[src/sv/pinned_lru_object_cache_defines.svh]
// ----------------------------------------------------------------------------
// Assertion macros for the pinned LRU object cache
// Shared property wrappers, clocked on clk and disabled in reset.
// ----------------------------------------------------------------------------
`ifndef PINNED_LRU_OBJECT_CACHE_DEFINES_SVH
`define PINNED_LRU_OBJECT_CACHE_DEFINES_SVH

// Same-cycle implication
`define PLRU_ASSERT_NOW(lbl, ante, cons) \
  lbl: assert property (@(posedge clk) disable iff (rst) (ante) |-> (cons)) \
    else $error("plru check failed");

// Next-cycle implication
`define PLRU_ASSERT_NEXT(lbl, ante, cons) \
  lbl: assert property (@(posedge clk) disable iff (rst) (ante) |=> (cons)) \
    else $error("plru check failed");

`endif

[src/sv/plru_pkg.sv]
// ----------------------------------------------------------------------------
// plru_pkg
// Sizes, entry layout, codes and sequencer states of the LRU object cache.
// ----------------------------------------------------------------------------
package plru_pkg;

  localparam int SLOTS    = 32;
  localparam int KEY_BITS = 32;
  localparam int PIN_BITS = 16;
  localparam int SLOT_W   = $clog2(SLOTS);
  localparam int NIL_W    = SLOT_W + 1;
  localparam int CNT_W    = $clog2(SLOTS + 1);
  localparam int MAXU_W   = 6;

  localparam logic [NIL_W-1:0]    NIL     = NIL_W'(SLOTS);
  localparam logic [PIN_BITS-1:0] PIN_MAX = '1;

  // input modes
  localparam logic [1:0] MODE_GET     = 2'd0;
  localparam logic [1:0] MODE_RELEASE = 2'd1;
  localparam logic [1:0] MODE_DIRTY   = 2'd2;
  localparam logic [1:0] MODE_FLUSH   = 2'd3;

  // result status codes
  localparam logic [3:0] ST_HIT       = 4'd0;
  localparam logic [3:0] ST_LOADED    = 4'd1;
  localparam logic [3:0] ST_ABSENT    = 4'd2;
  localparam logic [3:0] ST_FULL      = 4'd3;
  localparam logic [3:0] ST_BAD       = 4'd4;
  localparam logic [3:0] ST_NOTPIN    = 4'd5;
  localparam logic [3:0] ST_OVERFLOW  = 4'd6;
  localparam logic [3:0] ST_DONE      = 4'd7;
  localparam logic [3:0] ST_WRITEBACK = 4'd8;
  localparam logic [3:0] ST_EVICTED   = 4'd9;

  // configuration register indexes
  localparam logic REG_MAX_UNPINNED = 1'b0;
  localparam logic REG_SAVE_ENABLED = 1'b1;

  typedef struct packed {
    logic [KEY_BITS-1:0] key;
    logic [PIN_BITS-1:0] pin;
    logic                dirty;
    logic [NIL_W-1:0]    prev;
    logic [NIL_W-1:0]    next;
  } entry_t;

  typedef struct packed {
    logic [3:0]          status;
    logic [SLOT_W-1:0]   slot;
    logic [KEY_BITS-1:0] key;
    logic                load;
    logic                evicted;
    logic                last;
  } res_t;

  typedef struct packed {
    logic [MAXU_W-1:0] max_unpinned;
    logic              save_enabled;
  } cfg_t;

  typedef enum logic [4:0] {
    S_IDLE, S_G_SCAN, S_G_DECIDE, S_G_PINW,
    S_REM_P, S_REM_PW, S_REM_N, S_REM_NW, S_REM_END,
    S_H_RD, S_H_CHK, S_ADD_RD, S_ADD_HW, S_ADD_END,
    S_EV_CHK, S_EV_RD, S_F_RD, S_F_CHK, S_EMIT
  } state_t;

endpackage

[src/sv/plru_entry_ram.sv]
// ----------------------------------------------------------------------------
// plru_entry_ram
// Slot entry store: one write port, one read port, registered read data.
// ----------------------------------------------------------------------------
module plru_entry_ram (
  input  logic                        clk,
  input  logic                        we,
  input  logic [plru_pkg::SLOT_W-1:0] waddr,
  input  plru_pkg::entry_t            wdata,
  input  logic                        re,
  input  logic [plru_pkg::SLOT_W-1:0] raddr,
  output plru_pkg::entry_t            rdata
);

  plru_pkg::entry_t mem [plru_pkg::SLOTS];

  // write port
  always_ff @(posedge clk) begin
    if (we) begin
      mem[waddr] <= wdata;
    end
  end

  // read port
  always_ff @(posedge clk) begin
    if (re) begin
      rdata <= mem[raddr];
    end
  end

endmodule

[src/sv/plru_engine.sv]
// ----------------------------------------------------------------------------
// plru_engine
// Sequencer over the entry store: scan, LRU list edits, evictions, results.
// ----------------------------------------------------------------------------
`include "pinned_lru_object_cache_defines.svh"

module plru_engine (
  input  logic                          clk,
  input  logic                          rst,
  input  plru_pkg::cfg_t                cfg,
  input  logic                          in_valid,
  output logic                          in_ready,
  input  logic [1:0]                    mode,
  input  logic [plru_pkg::KEY_BITS-1:0] key,
  input  logic [plru_pkg::SLOT_W-1:0]   handle,
  input  logic                          present,
  output logic                          out_valid,
  input  logic                          out_ready,
  output logic [3:0]                    status,
  output logic [plru_pkg::SLOT_W-1:0]   slot,
  output logic [plru_pkg::KEY_BITS-1:0] entry_key,
  output logic                          load_request,
  output logic                          evicted,
  output logic                          last,
  output logic [plru_pkg::CNT_W-1:0]    entries_in_use,
  output logic [plru_pkg::CNT_W-1:0]    unpinned_count
);

  localparam int SW = plru_pkg::SLOT_W;
  localparam int NW = plru_pkg::NIL_W;
  localparam int CW = plru_pkg::CNT_W;

  plru_pkg::state_t state, state_next, ret;

  // item registers
  logic [1:0]                    mode_r;
  logic [plru_pkg::KEY_BITS-1:0] key_r, hkey;
  logic [SW-1:0]                 h_r;
  logic                          present_r;

  // scan and list registers
  logic [NW-1:0]        idx;
  logic                 chk;
  logic [SW-1:0]        chk_idx;
  logic                 hit_found, free_found;
  logic [SW-1:0]        hit_idx, free_idx, cur;
  plru_pkg::entry_t     ent;
  logic [NW-1:0]        head, tail;
  logic [CW-1:0]        used, unp, fin_used, fin_unp, ev_left;
  logic [plru_pkg::SLOTS-1:0] valid;
  plru_pkg::res_t       pend;

  // memory port
  logic             re, we;
  logic [SW-1:0]    raddr, waddr;
  plru_pkg::entry_t wdata, rdata;

  // release arithmetic
  logic [plru_pkg::PIN_BITS-1:0] pin_dec;
  logic [CW-1:0]                 unp_new, ev_cnt;
  logic                          out_free, idx_end, save_on;

  plru_entry_ram u_ram (
    .clk(clk), .we(we), .waddr(waddr), .wdata(wdata),
    .re(re), .raddr(raddr), .rdata(rdata)
  );

  assign pin_dec  = rdata.pin - 1'b1;
  assign unp_new  = unp + 1'b1;
  assign ev_cnt   = (unp_new > CW'(cfg.max_unpinned)) ? unp_new - CW'(cfg.max_unpinned) : '0;
  assign out_free = !out_valid || out_ready;
  assign idx_end  = (idx == NW'(plru_pkg::SLOTS));
  assign save_on  = cfg.save_enabled;
  assign in_ready = (state == plru_pkg::S_IDLE);

  // next state
  always_comb begin
    state_next = state;
    case (state)
      plru_pkg::S_IDLE: begin
        if (in_valid) begin
          case (mode)
            plru_pkg::MODE_GET:   state_next = plru_pkg::S_G_SCAN;
            plru_pkg::MODE_FLUSH: state_next = plru_pkg::S_F_RD;
            default: state_next = valid[handle] ? plru_pkg::S_H_RD : plru_pkg::S_EMIT;
          endcase
        end
      end
      plru_pkg::S_G_SCAN:   if (idx_end && !chk) state_next = plru_pkg::S_G_DECIDE;
      plru_pkg::S_G_DECIDE: begin
        if (!hit_found || ent.pin == plru_pkg::PIN_MAX) state_next = plru_pkg::S_EMIT;
        else if (ent.pin == '0) state_next = plru_pkg::S_REM_P;
        else state_next = plru_pkg::S_G_PINW;
      end
      plru_pkg::S_REM_P:  state_next = (ent.prev < plru_pkg::NIL) ? plru_pkg::S_REM_PW
                                                                   : plru_pkg::S_REM_N;
      plru_pkg::S_REM_PW: state_next = plru_pkg::S_REM_N;
      plru_pkg::S_REM_N:  state_next = (ent.next < plru_pkg::NIL) ? plru_pkg::S_REM_NW
                                                                   : plru_pkg::S_REM_END;
      plru_pkg::S_REM_NW: state_next = plru_pkg::S_REM_END;
      plru_pkg::S_REM_END: state_next = (mode_r == plru_pkg::MODE_GET) ? plru_pkg::S_G_PINW
                                                                        : plru_pkg::S_EMIT;
      plru_pkg::S_G_PINW: state_next = plru_pkg::S_EMIT;
      plru_pkg::S_H_RD:   state_next = plru_pkg::S_H_CHK;
      plru_pkg::S_H_CHK: begin
        if (mode_r == plru_pkg::MODE_DIRTY || rdata.pin == '0 || pin_dec != '0)
          state_next = plru_pkg::S_EMIT;
        else if (head < plru_pkg::NIL) state_next = plru_pkg::S_ADD_RD;
        else state_next = plru_pkg::S_ADD_END;
      end
      plru_pkg::S_ADD_RD:  state_next = plru_pkg::S_ADD_HW;
      plru_pkg::S_ADD_HW:  state_next = plru_pkg::S_ADD_END;
      plru_pkg::S_ADD_END: state_next = plru_pkg::S_EV_CHK;
      plru_pkg::S_EV_CHK:  state_next = (ev_left != '0) ? plru_pkg::S_EV_RD : plru_pkg::S_EMIT;
      plru_pkg::S_EV_RD:   state_next = plru_pkg::S_REM_P;
      plru_pkg::S_F_RD: begin
        if (idx_end) state_next = plru_pkg::S_EMIT;
        else if (valid[idx[SW-1:0]] && save_on) state_next = plru_pkg::S_F_CHK;
      end
      plru_pkg::S_F_CHK: state_next = rdata.dirty ? plru_pkg::S_EMIT : plru_pkg::S_F_RD;
      plru_pkg::S_EMIT:  if (out_free) state_next = ret;
      default: state_next = plru_pkg::S_IDLE;
    endcase
  end

  // memory port drive
  always_comb begin
    re    = 1'b0;
    raddr = '0;
    we    = 1'b0;
    waddr = '0;
    wdata = rdata;
    case (state)
      plru_pkg::S_G_SCAN: begin
        re    = !idx_end;
        raddr = idx[SW-1:0];
      end
      plru_pkg::S_G_DECIDE: begin
        we    = !hit_found && present_r && free_found;
        waddr = free_idx;
        wdata = '{key: key_r, pin: plru_pkg::PIN_BITS'(1), dirty: 1'b0,
                  prev: plru_pkg::NIL, next: plru_pkg::NIL};
      end
      plru_pkg::S_G_PINW: begin
        we    = 1'b1;
        waddr = hit_idx;
        wdata = '{key: ent.key, pin: ent.pin + 1'b1, dirty: ent.dirty,
                  prev: plru_pkg::NIL, next: plru_pkg::NIL};
      end
      plru_pkg::S_REM_P: begin
        re    = ent.prev < plru_pkg::NIL;
        raddr = ent.prev[SW-1:0];
      end
      plru_pkg::S_REM_PW: begin
        we         = 1'b1;
        waddr      = ent.prev[SW-1:0];
        wdata.next = ent.next;
      end
      plru_pkg::S_REM_N: begin
        re    = ent.next < plru_pkg::NIL;
        raddr = ent.next[SW-1:0];
      end
      plru_pkg::S_REM_NW: begin
        we         = 1'b1;
        waddr      = ent.next[SW-1:0];
        wdata.prev = ent.prev;
      end
      plru_pkg::S_H_RD: begin
        re    = 1'b1;
        raddr = h_r;
      end
      plru_pkg::S_H_CHK: begin
        waddr = h_r;
        if (mode_r == plru_pkg::MODE_DIRTY) begin
          we          = 1'b1;
          wdata.dirty = 1'b1;
        end else if (rdata.pin != '0) begin
          we        = 1'b1;
          wdata.pin = pin_dec;
          if (pin_dec == '0) begin
            wdata.prev = plru_pkg::NIL;
            wdata.next = head;
          end
        end
      end
      plru_pkg::S_ADD_RD: begin
        re    = 1'b1;
        raddr = head[SW-1:0];
      end
      plru_pkg::S_ADD_HW: begin
        we         = 1'b1;
        waddr      = head[SW-1:0];
        wdata.prev = {1'b0, h_r};
      end
      plru_pkg::S_EV_CHK: begin
        re    = ev_left != '0;
        raddr = tail[SW-1:0];
      end
      plru_pkg::S_F_RD: begin
        re    = !idx_end && valid[idx[SW-1:0]] && save_on;
        raddr = idx[SW-1:0];
      end
      plru_pkg::S_F_CHK: begin
        we          = rdata.dirty;
        waddr       = idx[SW-1:0];
        wdata.dirty = 1'b0;
      end
      default: ;
    endcase
  end

  // state register
  always_ff @(posedge clk) begin
    if (rst) state <= plru_pkg::S_IDLE;
    else     state <= state_next;
  end

  // control state
  always_ff @(posedge clk) begin
    if (rst) begin
      valid     <= '0;
      head      <= plru_pkg::NIL;
      tail      <= plru_pkg::NIL;
      used      <= '0;
      unp       <= '0;
      out_valid <= 1'b0;
      ret       <= plru_pkg::S_IDLE;
    end else begin
      // raise on a new word, drop once the held word is taken
      if (state == plru_pkg::S_EMIT && out_free) out_valid <= 1'b1;
      else if (out_ready)                         out_valid <= 1'b0;
      case (state)
        plru_pkg::S_G_DECIDE: begin
          if (!hit_found && present_r && free_found) begin
            valid[free_idx] <= 1'b1;
            used            <= used + 1'b1;
          end
          ret <= plru_pkg::S_IDLE;
        end
        plru_pkg::S_REM_P:   if (!(ent.prev < plru_pkg::NIL)) head <= ent.next;
        plru_pkg::S_REM_N:   if (!(ent.next < plru_pkg::NIL)) tail <= ent.prev;
        plru_pkg::S_REM_END: begin
          if (unp != '0) unp <= unp - 1'b1;
          if (mode_r != plru_pkg::MODE_GET) begin
            valid[cur] <= 1'b0;
            if (used != '0) used <= used - 1'b1;
            ret <= plru_pkg::S_EV_CHK;
          end
        end
        plru_pkg::S_ADD_END: begin
          head <= {1'b0, h_r};
          if (!(tail < plru_pkg::NIL)) tail <= {1'b0, h_r};
          unp  <= unp_new;
        end
        plru_pkg::S_IDLE:   ret <= plru_pkg::S_IDLE;
        plru_pkg::S_EV_CHK: ret <= plru_pkg::S_IDLE;
        plru_pkg::S_F_RD:   ret <= idx_end ? plru_pkg::S_IDLE : plru_pkg::S_F_RD;
        default: ;
      endcase
    end
  end

  // datapath and pending result
  always_ff @(posedge clk) begin
    case (state)
      plru_pkg::S_IDLE: begin
        mode_r     <= mode;
        key_r      <= key;
        h_r        <= handle;
        present_r  <= present;
        idx        <= '0;
        chk        <= 1'b0;
        hit_found  <= 1'b0;
        free_found <= 1'b0;
        fin_used   <= used;
        fin_unp    <= unp;
        pend       <= '{status: plru_pkg::ST_BAD, slot: handle, key: '0,
                        load: 1'b0, evicted: 1'b0, last: 1'b1};
      end
      plru_pkg::S_G_SCAN: begin
        if (chk && valid[chk_idx] && !hit_found && rdata.key == key_r) begin
          hit_found <= 1'b1;
          hit_idx   <= chk_idx;
          ent       <= rdata;
        end
        if (!idx_end) begin
          if (!valid[idx[SW-1:0]] && !free_found) begin
            free_found <= 1'b1;
            free_idx   <= idx[SW-1:0];
          end
          chk     <= 1'b1;
          chk_idx <= idx[SW-1:0];
          idx     <= idx + 1'b1;
        end else begin
          chk <= 1'b0;
        end
      end
      plru_pkg::S_G_DECIDE: begin
        pend.key <= key_r;
        if (hit_found) begin
          pend.slot   <= hit_idx;
          pend.status <= (ent.pin == plru_pkg::PIN_MAX) ? plru_pkg::ST_OVERFLOW
                                                        : plru_pkg::ST_HIT;
          if (ent.pin == '0) fin_unp <= unp - 1'b1;
        end else if (!present_r) begin
          pend.slot   <= '0;
          pend.status <= plru_pkg::ST_ABSENT;
        end else if (!free_found) begin
          pend.slot   <= '0;
          pend.status <= plru_pkg::ST_FULL;
        end else begin
          pend.status <= plru_pkg::ST_LOADED;
          pend.slot   <= free_idx;
          pend.load   <= 1'b1;
          fin_used    <= used + 1'b1;
        end
      end
      plru_pkg::S_H_CHK: begin
        ent       <= rdata;
        hkey      <= rdata.key;
        pend.slot <= h_r;
        pend.key  <= rdata.key;
        pend.status <= (mode_r == plru_pkg::MODE_RELEASE && rdata.pin == '0)
                       ? plru_pkg::ST_NOTPIN : plru_pkg::ST_DONE;
        if (mode_r == plru_pkg::MODE_RELEASE && rdata.pin != '0 && pin_dec == '0) begin
          ev_left  <= ev_cnt;
          fin_unp  <= unp_new - ev_cnt;
          fin_used <= used - ev_cnt;
        end
      end
      plru_pkg::S_EV_CHK: begin
        pend <= '{status: plru_pkg::ST_DONE, slot: h_r, key: hkey,
                  load: 1'b0, evicted: 1'b0, last: 1'b1};
      end
      plru_pkg::S_EV_RD: begin
        ent <= rdata;
        cur <= tail[SW-1:0];
      end
      plru_pkg::S_REM_END: begin
        if (mode_r != plru_pkg::MODE_GET) begin
          pend <= '{status: (ent.dirty && save_on) ? plru_pkg::ST_WRITEBACK
                                                   : plru_pkg::ST_EVICTED,
                    slot: cur, key: ent.key, load: 1'b0, evicted: 1'b1, last: 1'b0};
          ev_left <= ev_left - 1'b1;
        end
      end
      plru_pkg::S_F_RD: begin
        if (idx_end) begin
          pend <= '{status: plru_pkg::ST_DONE, slot: '0, key: '0,
                    load: 1'b0, evicted: 1'b0, last: 1'b1};
        end else if (!(valid[idx[SW-1:0]] && save_on)) begin
          idx <= idx + 1'b1;
        end
      end
      plru_pkg::S_F_CHK: begin
        pend <= '{status: plru_pkg::ST_WRITEBACK, slot: idx[SW-1:0], key: rdata.key,
                  load: 1'b0, evicted: 1'b0, last: 1'b0};
        idx  <= idx + 1'b1;
      end
      default: ;
    endcase
  end

  // output word register
  always_ff @(posedge clk) begin
    if (state == plru_pkg::S_EMIT && out_free) begin
      status         <= pend.status;
      slot           <= pend.slot;
      entry_key      <= pend.key;
      load_request   <= pend.load;
      evicted        <= pend.evicted;
      last           <= pend.last;
      entries_in_use <= fin_used;
      unpinned_count <= fin_unp;
    end
  end

  `PLRU_ASSERT_NOW(a_unp_le_used, 1'b1, unp <= used)
  `PLRU_ASSERT_NEXT(a_busy_after_accept, in_valid && in_ready, !in_ready)
  `PLRU_ASSERT_NOW(a_scan_no_write, state == plru_pkg::S_G_SCAN, !we)
  `PLRU_ASSERT_NOW(a_idle_list, state == plru_pkg::S_IDLE,
                   (head == plru_pkg::NIL) == (unp == '0))

endmodule

[src/sv/pinned_lru_object_cache.sv]
// ----------------------------------------------------------------------------
// pinned_lru_object_cache
// Refcounted LRU slot pool with pinning, dirty marks, eviction and flush.
// ----------------------------------------------------------------------------
// Get: its word follows a slot scan (one store read per slot) and then a list
//   update; release may also evict entries from the LRU tail; flush visits
//   every slot. One item at a time; the next is taken in the cycle after its
//   last word is registered; a held word stalls.
// Reset (synchronous): all slots free, LRU list empty, counts zero,
//   max_unpinned 8, save_enabled 1. No clearing pass is needed.
module pinned_lru_object_cache (
  input  logic                          clk,
  input  logic                          rst,
  input  logic                          in_valid,
  output logic                          in_ready,
  input  logic [1:0]                    mode,
  input  logic [plru_pkg::KEY_BITS-1:0] key,
  input  logic [plru_pkg::SLOT_W-1:0]   handle,
  input  logic                          present,
  output logic                          out_valid,
  input  logic                          out_ready,
  output logic [3:0]                    status,
  output logic [plru_pkg::SLOT_W-1:0]   slot,
  output logic [plru_pkg::KEY_BITS-1:0] entry_key,
  output logic                          load_request,
  output logic                          evicted,
  output logic                          last,
  output logic [plru_pkg::CNT_W-1:0]    entries_in_use,
  output logic [plru_pkg::CNT_W-1:0]    unpinned_count,
  input  logic                          cfg_valid,
  output logic                          cfg_ready,
  input  logic                          cfg_index,
  input  logic [plru_pkg::MAXU_W-1:0]   cfg_data
);

  plru_pkg::cfg_t cfg;

  assign cfg_ready = 1'b1;

  // take configuration words
  always_ff @(posedge clk) begin
    if (rst) begin
      cfg.max_unpinned <= plru_pkg::MAXU_W'(8);
      cfg.save_enabled <= 1'b1;
    end else if (cfg_valid) begin
      case (cfg_index)
        plru_pkg::REG_MAX_UNPINNED: cfg.max_unpinned <= cfg_data;
        plru_pkg::REG_SAVE_ENABLED: cfg.save_enabled <= cfg_data[0];
        default: ;
      endcase
    end
  end

  plru_engine u_engine (
    .clk(clk), .rst(rst), .cfg(cfg),
    .in_valid(in_valid), .in_ready(in_ready),
    .mode(mode), .key(key), .handle(handle), .present(present),
    .out_valid(out_valid), .out_ready(out_ready),
    .status(status), .slot(slot), .entry_key(entry_key),
    .load_request(load_request), .evicted(evicted), .last(last),
    .entries_in_use(entries_in_use), .unpinned_count(unpinned_count)
  );

endmodule
[config.mk]
export PLATFORM = sky130hd
export DESIGN_NAME = pinned_lru_object_cache
export DESIGN_NICKNAME = d
export VERILOG_FILES = /design/src/sv/plru_pkg.sv /design/src/sv/plru_entry_ram.sv /design/src/sv/plru_engine.sv /design/src/sv/pinned_lru_object_cache.sv
export VERILOG_INCLUDE_DIRS = /design/src /design/src/sv
export SDC_FILE = /design/constraint.sdc
export NUM_CORES = 2
export LEC_CHECK = 0
export ABC_AREA = 1
export ABC_CLOCK_PERIOD_IN_PS = 10100
export BUFFER_PORTS_ARGS = -buffer_cell sky130_fd_sc_hd__buf_2
export CORE_ASPECT_RATIO = 1.75
export CORE_MARGIN = 2
export CORE_UTILIZATION = 28
export CTS_CLUSTER_SIZE = 25
export DETAILED_ROUTE_END_ITERATION = 16
export PLACE_DENSITY = 0.39
export SLEW_MARGIN = 5
export SYNTH_ARGS = -nofsm -noshare
export SYNTH_HDL_FRONTEND = slang
export SYNTH_SLANG_ARGS = --single-unit
[constraint.sdc]
create_clock -name clk -period 10.1 [get_ports clk]
set_clock_uncertainty 0.15 [all_clocks]
set_input_delay 0 -clock clk [delete_from_list [all_inputs] [get_ports clk]]
set_output_delay 0 -clock clk [all_outputs]
set_load 0.05 [all_outputs]
# After elaboration in Yosys (flattened, before gate mapping)
# Memories as Yosys holds them, arrays and structs flattened. A register that Yosys moved wholly into a read port is not among the register bits.
# Cells that the tools add are included.
# Widths: inputs -> output; s select.
dict set report totals {
  register_bits 354
  ramBits 1952
  input_bits 52
  out_inout_bits 59
  mem_count 1
}
# name words word_bits rd rd_clocked_by_memory_dff write_ports line_no
set memory_table {}
lappend memory_table {u_engine.u_ram.mem 32 61 1 1 1 plru_entry_ram.sv:15} ;# plru_pkg::entry_t mem [plru_pkg::SLOTS];
dict set report op_classes {
  addsub 11
  order_cmp 12
  eq_ne 47
  n_mux 105
  bitwise 5
  reduce_logical 84
}
# cell n
set op_table {}
lappend op_table {{$pmux 41 s7} 1}
lappend op_table {{$pmux 32 s2} 2}
lappend op_table {{$pmux 61 s2} 1}
lappend op_table {{$mux 6} 20}
lappend op_table {{$pmux 5 s19} 1}
lappend op_table {{$mux 44} 2}
lappend op_table {{$mux 32} 2}
lappend op_table {{$mux 61} 1}
lappend op_table {{$mux 5} 12}
lappend op_table {{$pmux 6 s2} 5}
lappend op_table {{$pmux 6 s3} 3}
lappend op_table {{$logic_not 16->1} 3}
lappend op_table {{$pmux 16 s3} 1}
lappend op_table {{$pmux 6 s4} 2}
lappend op_table {{$eq 5x4->1 const B} 8}
lappend op_table {{$mux 12} 3}
lappend op_table {{$pmux 5 s7} 1}
lappend op_table {{$and 32x32->32} 1}
lappend op_table {{$eq 32x32->1} 1}
lappend op_table {{$mux 16} 2}
lappend op_table {{$not 32->32} 1}
lappend op_table {{$or 32x32->32} 1}
lappend op_table {{$reduce_bool 16->1} 2}
lappend op_table {{$lt 5x6->1 const B} 5}
lappend op_table {{54 further kinds} 183}

# Logic depth before layout (Yosys ltp)
dict set report logic_depth {
  ltp_word 8
  mapped_depth 24
  mapped_depth_nobuf 23
}

# Cells and area by module
# Synthesis repeated with hierarchy kept, for this count alone.
dict set report unflattened {
  hier_cells 8754
  hier_area_um2 98921.1
}
# module instances cells_each area_each_um2 seq_area_each_um2
set by_module_without_submodules {}
lappend by_module_without_submodules {plru_entry_ram 1 6694 80607.3 60448.0}
lappend by_module_without_submodules {plru_engine 1 2014 17999.8 9689.3}
lappend by_module_without_submodules {pinned_lru_object_cache 1 46 314.1 140.1}

# Worst setup path before layout
# Ideal clock, no wire load.
dict set report synth_path {
  path_kind {register to register}
  from {register u_engine.state[4]}
  to {register u_engine.pend[10] (netlist name), enable pin}
  arrival_ps 6004
  t_required_ps 9486
  slack_ps 3481
  path_stages_with_launch 7
  path_buffers 1
  cell_sequence {dfxtp_1 -> inv_2 -> buf_2 -> nand2_1 -> nor2_1 -> inv_1 -> a31oi_1}
}
dict set report synth_between {
  elab_chain_cells 3
}
# element line_no
set synth_rtl {}
lappend synth_rtl {{start, declared} plru_engine.sv:33} ;# plru_pkg::state_t state, state_next, ret;
lappend synth_rtl {{start signal, assigned} plru_engine.sv:214} ;# if (rst) state <= plru_pkg::S_IDLE;
lappend synth_rtl {{start signal, assigned} plru_engine.sv:215} ;# else state <= state_next;
lappend synth_rtl {{$logic_not 5->1} n/a}
lappend synth_rtl {{via in_ready} pinned_lru_object_cache.sv:15} ;# output logic in_ready,
lappend synth_rtl {{$reduce_bool 7->1 (no source line)} n/a}
lappend synth_rtl {{$reduce_and 3->1 (no source line)} n/a}
lappend synth_rtl {{end signal, assigned} plru_engine.sv:277} ;# pend <= '{status: plru_pkg::ST_BAD, slot: handle, key: '0,
lappend synth_rtl {{end signal, assigned} plru_engine.sv:332} ;# pend <= '{status: plru_pkg::ST_DONE, slot: h_r, key: hkey,
lappend synth_rtl {{end signal, assigned} plru_engine.sv:341} ;# pend <= '{status: (ent.dirty && save_on) ? plru_pkg::ST_WRITEBACK
lappend synth_rtl {{end, declared} plru_engine.sv:51} ;# plru_pkg::res_t pend;
# The timed path passes the listed nets, and every way through them passes these cells.
# A chain may end at the register's enable or synchronous reset.

# Final worst setup path
dict set report layout_path {
  from {register u_engine.state[4]}
  to {memory u_engine.u_ram.mem[11][57] (netlist name), enable pin}
}
dict set report layout_between {
  elab_chain_cells 5
}
# element line_no
set layout_rtl {}
lappend layout_rtl {{$eq 5x3->1 (tied with other cells)} plru_engine.sv:133} ;# case (state)
lappend layout_rtl {{$reduce_or 4->1 (no source line)} n/a}
lappend layout_rtl {{$pmux 1 s4} plru_engine.sv:133}
lappend layout_rtl {{$mux 1} plru_entry_ram.sv:19} ;# if (we) begin
lappend layout_rtl {{$mux 1 (not written as such)} plru_entry_ram.sv:20} ;# mem[waddr] <= wdata;
lappend layout_rtl {{end, declared} plru_entry_ram.sv:15}
# Parallel ways exist; a longest one is shown, timed or not.

==> results.toml <==
[run_status]
outcome = "complete, no violations"

[clocking]
clk_path_buf_depth = 4
numCtsBuffers = 234
path_clk_slew_ns = 0.07
cts_root_buf = "clkbuf_16"
clock_sinks = 2364
worst_skew_pair.late_latency_ns = 0.96
htree_levels = 4
cts_tree = "yes"

[timing]
finalHoldViolations = 0
period_needed_ns = 5.755
slew_headroom_pct = 3.746
fin_setup_tns_ns = 0
max_freq_ghz = 0.1738
setup_viol = 0
fin_crit_sh_pct = 56.98
slew_viol_final = 0
worst_slew_pin_slew_ns = 1.444
rsz0062_at_grt = "no"

[yosys]
synth_cells = 9685
avgSynthCellArea_um2 = 10.81
ys_seq_area_share_pct = 67.13
synth.distinct_cells = 50
synthArstFlopShare_pct = 0
synth_ff_type = "edfxtp_1"
syn_area_um2 = 104700
syn-num-nets = 9771
synth_warnings = 0
synth_edf_count = 2293
ys_seq_elements = 2364

[worst_setup_path]
arrival_ns = 6.14
r2r_end = "u_engine.u_ram.mem[11][57]"
worstPathMaxFanout = 55
worstReg2RegStart = "u_engine.state[4]"
reg2regPathDepth = 10
r2r_setup_slack_ns = 4.34
critPathCaptureType = "flip-flop"
worstSetupPathType = "flip-flop to flip-flop"
setup.worst_path.start_class = "flip-flop"
crit_required_ns = 10.49

[pwr]
power_density_nw_per_um2 = 256.1
leakage_nw = 44.14
ir_worst_vdd_mv = 0.1780

[floorplanning]
dieArea_um2 = 379000
num_io_pins = 111
coreArea_um2 = 373100
die-width_um = 466.2
start_util_pct = 28.06
rows = 297
die_h_um = 812.9

[min_path]
hold_start = "in_valid"
min_path_type = "input port to flip-flop"
whs_path_depth = 6
whs_endpoint = "u_engine.state[3]"

[placement]
dp_cells = 14330
gp_congestion = 0.8808
portBuffers = 109
place_hpwl_um = 209300

[detailed_routing]
firstDrtPassIters = 5
drcViolationCount = 0
ant_nets = 0
wl_per_cell_um = 25.64
drtIter0Drc = 5880
via_count = 73310
drt-total-wl_um = 381400
avgViaCountPerCell = 4.929

[job]
cap_violations = 0

[grt]
antenna_found_initial = 10
grt.overflow.total = 0
grt_pass1_vias = 73100
grt_max_degree = 175
grt.total_usage_pct = 19.62
grt_pass1_wl_um = 543300

[final_layout]
nets = 9833
final_common_cell = "nand2_1"
drive_gt1_share_pct = 7.338
finalNonFillerCells = 14870
area_growth_pct = 14.35
final_core_util_pct = 32.09
final_cell_mix = "2405 x nand2_1, 2293 x edfxtp_1, 1891 x nand3_1, 999 x inv_1, 612 x nand3b_1"
cell type report:
type	count	area, um^2
Antenna cell	5	12.51
Inverter	1017	3835
Multi-Input combinational cell	5720	28690
Tap cell	4933	6172
Clock buffer	294	6215
Clock inverter	130	1110
Fill cell	37870	253400
Sequential cell	2364	70280
Timing Repair Buffer	410	3406
synthesized netlist by cell type, types with 2 or more instances:
cell / instances / area share [%]
xnor2_1: 7 / 0.059
o221ai_1: 34 / 0.28
edfxtp_1: 2293 / 66
and3_1: 2 / 0.012
nor2_2: 4 / 0.024
nand2_1: 2408 / 8.6
o2111ai_1: 31 / 0.26
o22ai_1: 25 / 0.15
nand4_1: 25 / 0.15
clkbuf_1: 211 / 0.76
nor3_1: 23 / 0.11
clkinv_1: 10 / 0.036
nand2_2: 4 / 0.024
buf_1: 48 / 0.17
nor3_2: 4 / 0.038
nand3_2: 2 / 0.019
inv_2: 7 / 0.025
nand3b_1: 612 / 4.4
o211ai_1: 33 / 0.24
buf_4: 7 / 0.050
ha_1: 31 / 0.37
nor2_4: 2 / 0.022
dfxtp_1: 71 / 1.4
a221oi_1: 16 / 0.13
xor2_1: 32 / 0.27
a22oi_1: 4 / 0.029
nand3_1: 1899 / 9.1
nor4_1: 8 / 0.048
or2_2: 5 / 0.030
buf_2: 318 / 1.5
a31oi_1: 12 / 0.072
inv_1: 1000 / 3.6
fa_1: 3 / 0.057
a211oi_1: 25 / 0.18
nor2_1: 199 / 0.71
o21ai_0: 147 / 0.70
a21oi_1: 109 / 0.52
a21o_1: 2 / 0.014
cell families after synthesis:
group                    synth area share, %
flip-flops                             67.13
other                               0.003582
adder cells (fa/ha/maj)               0.4279
AND/OR/NAND/NOR                        23.32
buffers and inverters                  6.146
XOR/XNOR                              0.3263
AO/OA/AOI/OAI                          2.650
worst max path at each step:
stage,endpoint,slack (ns),startpoint
global placement,u_engine.u_ram.mem[11][53],4.34,u_engine.state[4]
global route,u_engine.u_ram.mem[11][57],4.13,u_engine.state[4]
detailed placement,u_engine.u_ram.mem[11][53],4.30,u_engine.state[4]
finish,u_engine.u_ram.mem[11][57],4.34,u_engine.state[4]
CTS,u_engine.u_ram.mem[11][57],4.30,u_engine.state[4]
floorplan,u_engine.pend[10],3.48,u_engine.state[4]
report_power, final:
group / internal [mW] / switching (mW) / total (mW)
registers: 13.1 / 0.455 / 13.6
logic: 1.77 / 6.54 / 8.31
clock network: 4.79 / 3.96 / 8.75
layer usage:
layer  track usage (%)  vias to the layer above  part of all wire [%]
met5                 0                        -                0.0034
met4             5.995                        2                   3.2
met3             1.710                      539                   3.7
met2             36.79                     1840                    53
met1             23.48                    37370                    40
li1                  -                    33570                     -
per-stage QoR:
stage	area [um^2]	hold slack [ns]	power [mW]	worst slack [ns]
finish	119700	0.1181	30.65	4.345
global route	119700	0.1200	31.98	4.126
CTS	119700	0.02253	31.08	4.302
detailed placement	111200	0.02810	22.22	4.304
global placement	111200	0.02982	22.22	4.343
floorplan	104700	-0.05113	18.11	3.481
what timing repair did:
item / in CTS / in global routing
hold buffers: 115 / 0
setup buffers: 0 / 0
endpoints found under the hold margin: 157 / 0
gates resized for setup: 0 / 0
state kept, by name, indices dropped and copies added (netlist names), 7 cells and up:
register	flops
u_engine.key_r	32
u_engine.pend	44
u_engine.valid	32
u_engine.ent	61
u_engine.u_ram.mem	1952
u_engine.entry_key	32
u_engine.hkey	32
cfg	7
u_engine.u_ram.rdata	61
worst max-delay path, cell delays in order (launching register included):
cell	delay (ns)
dfxtp_1	0.35
inv_2	0.20
nand3_2	0.20
nor2_4	0.29
buf_4	0.73
o21ai_0	0.34
nand3_1	0.36
nand3_1	0.58
nor2_4	0.86
buf_4	0.51
buf_4	0.65
Power figures use the tool's default switching activity.
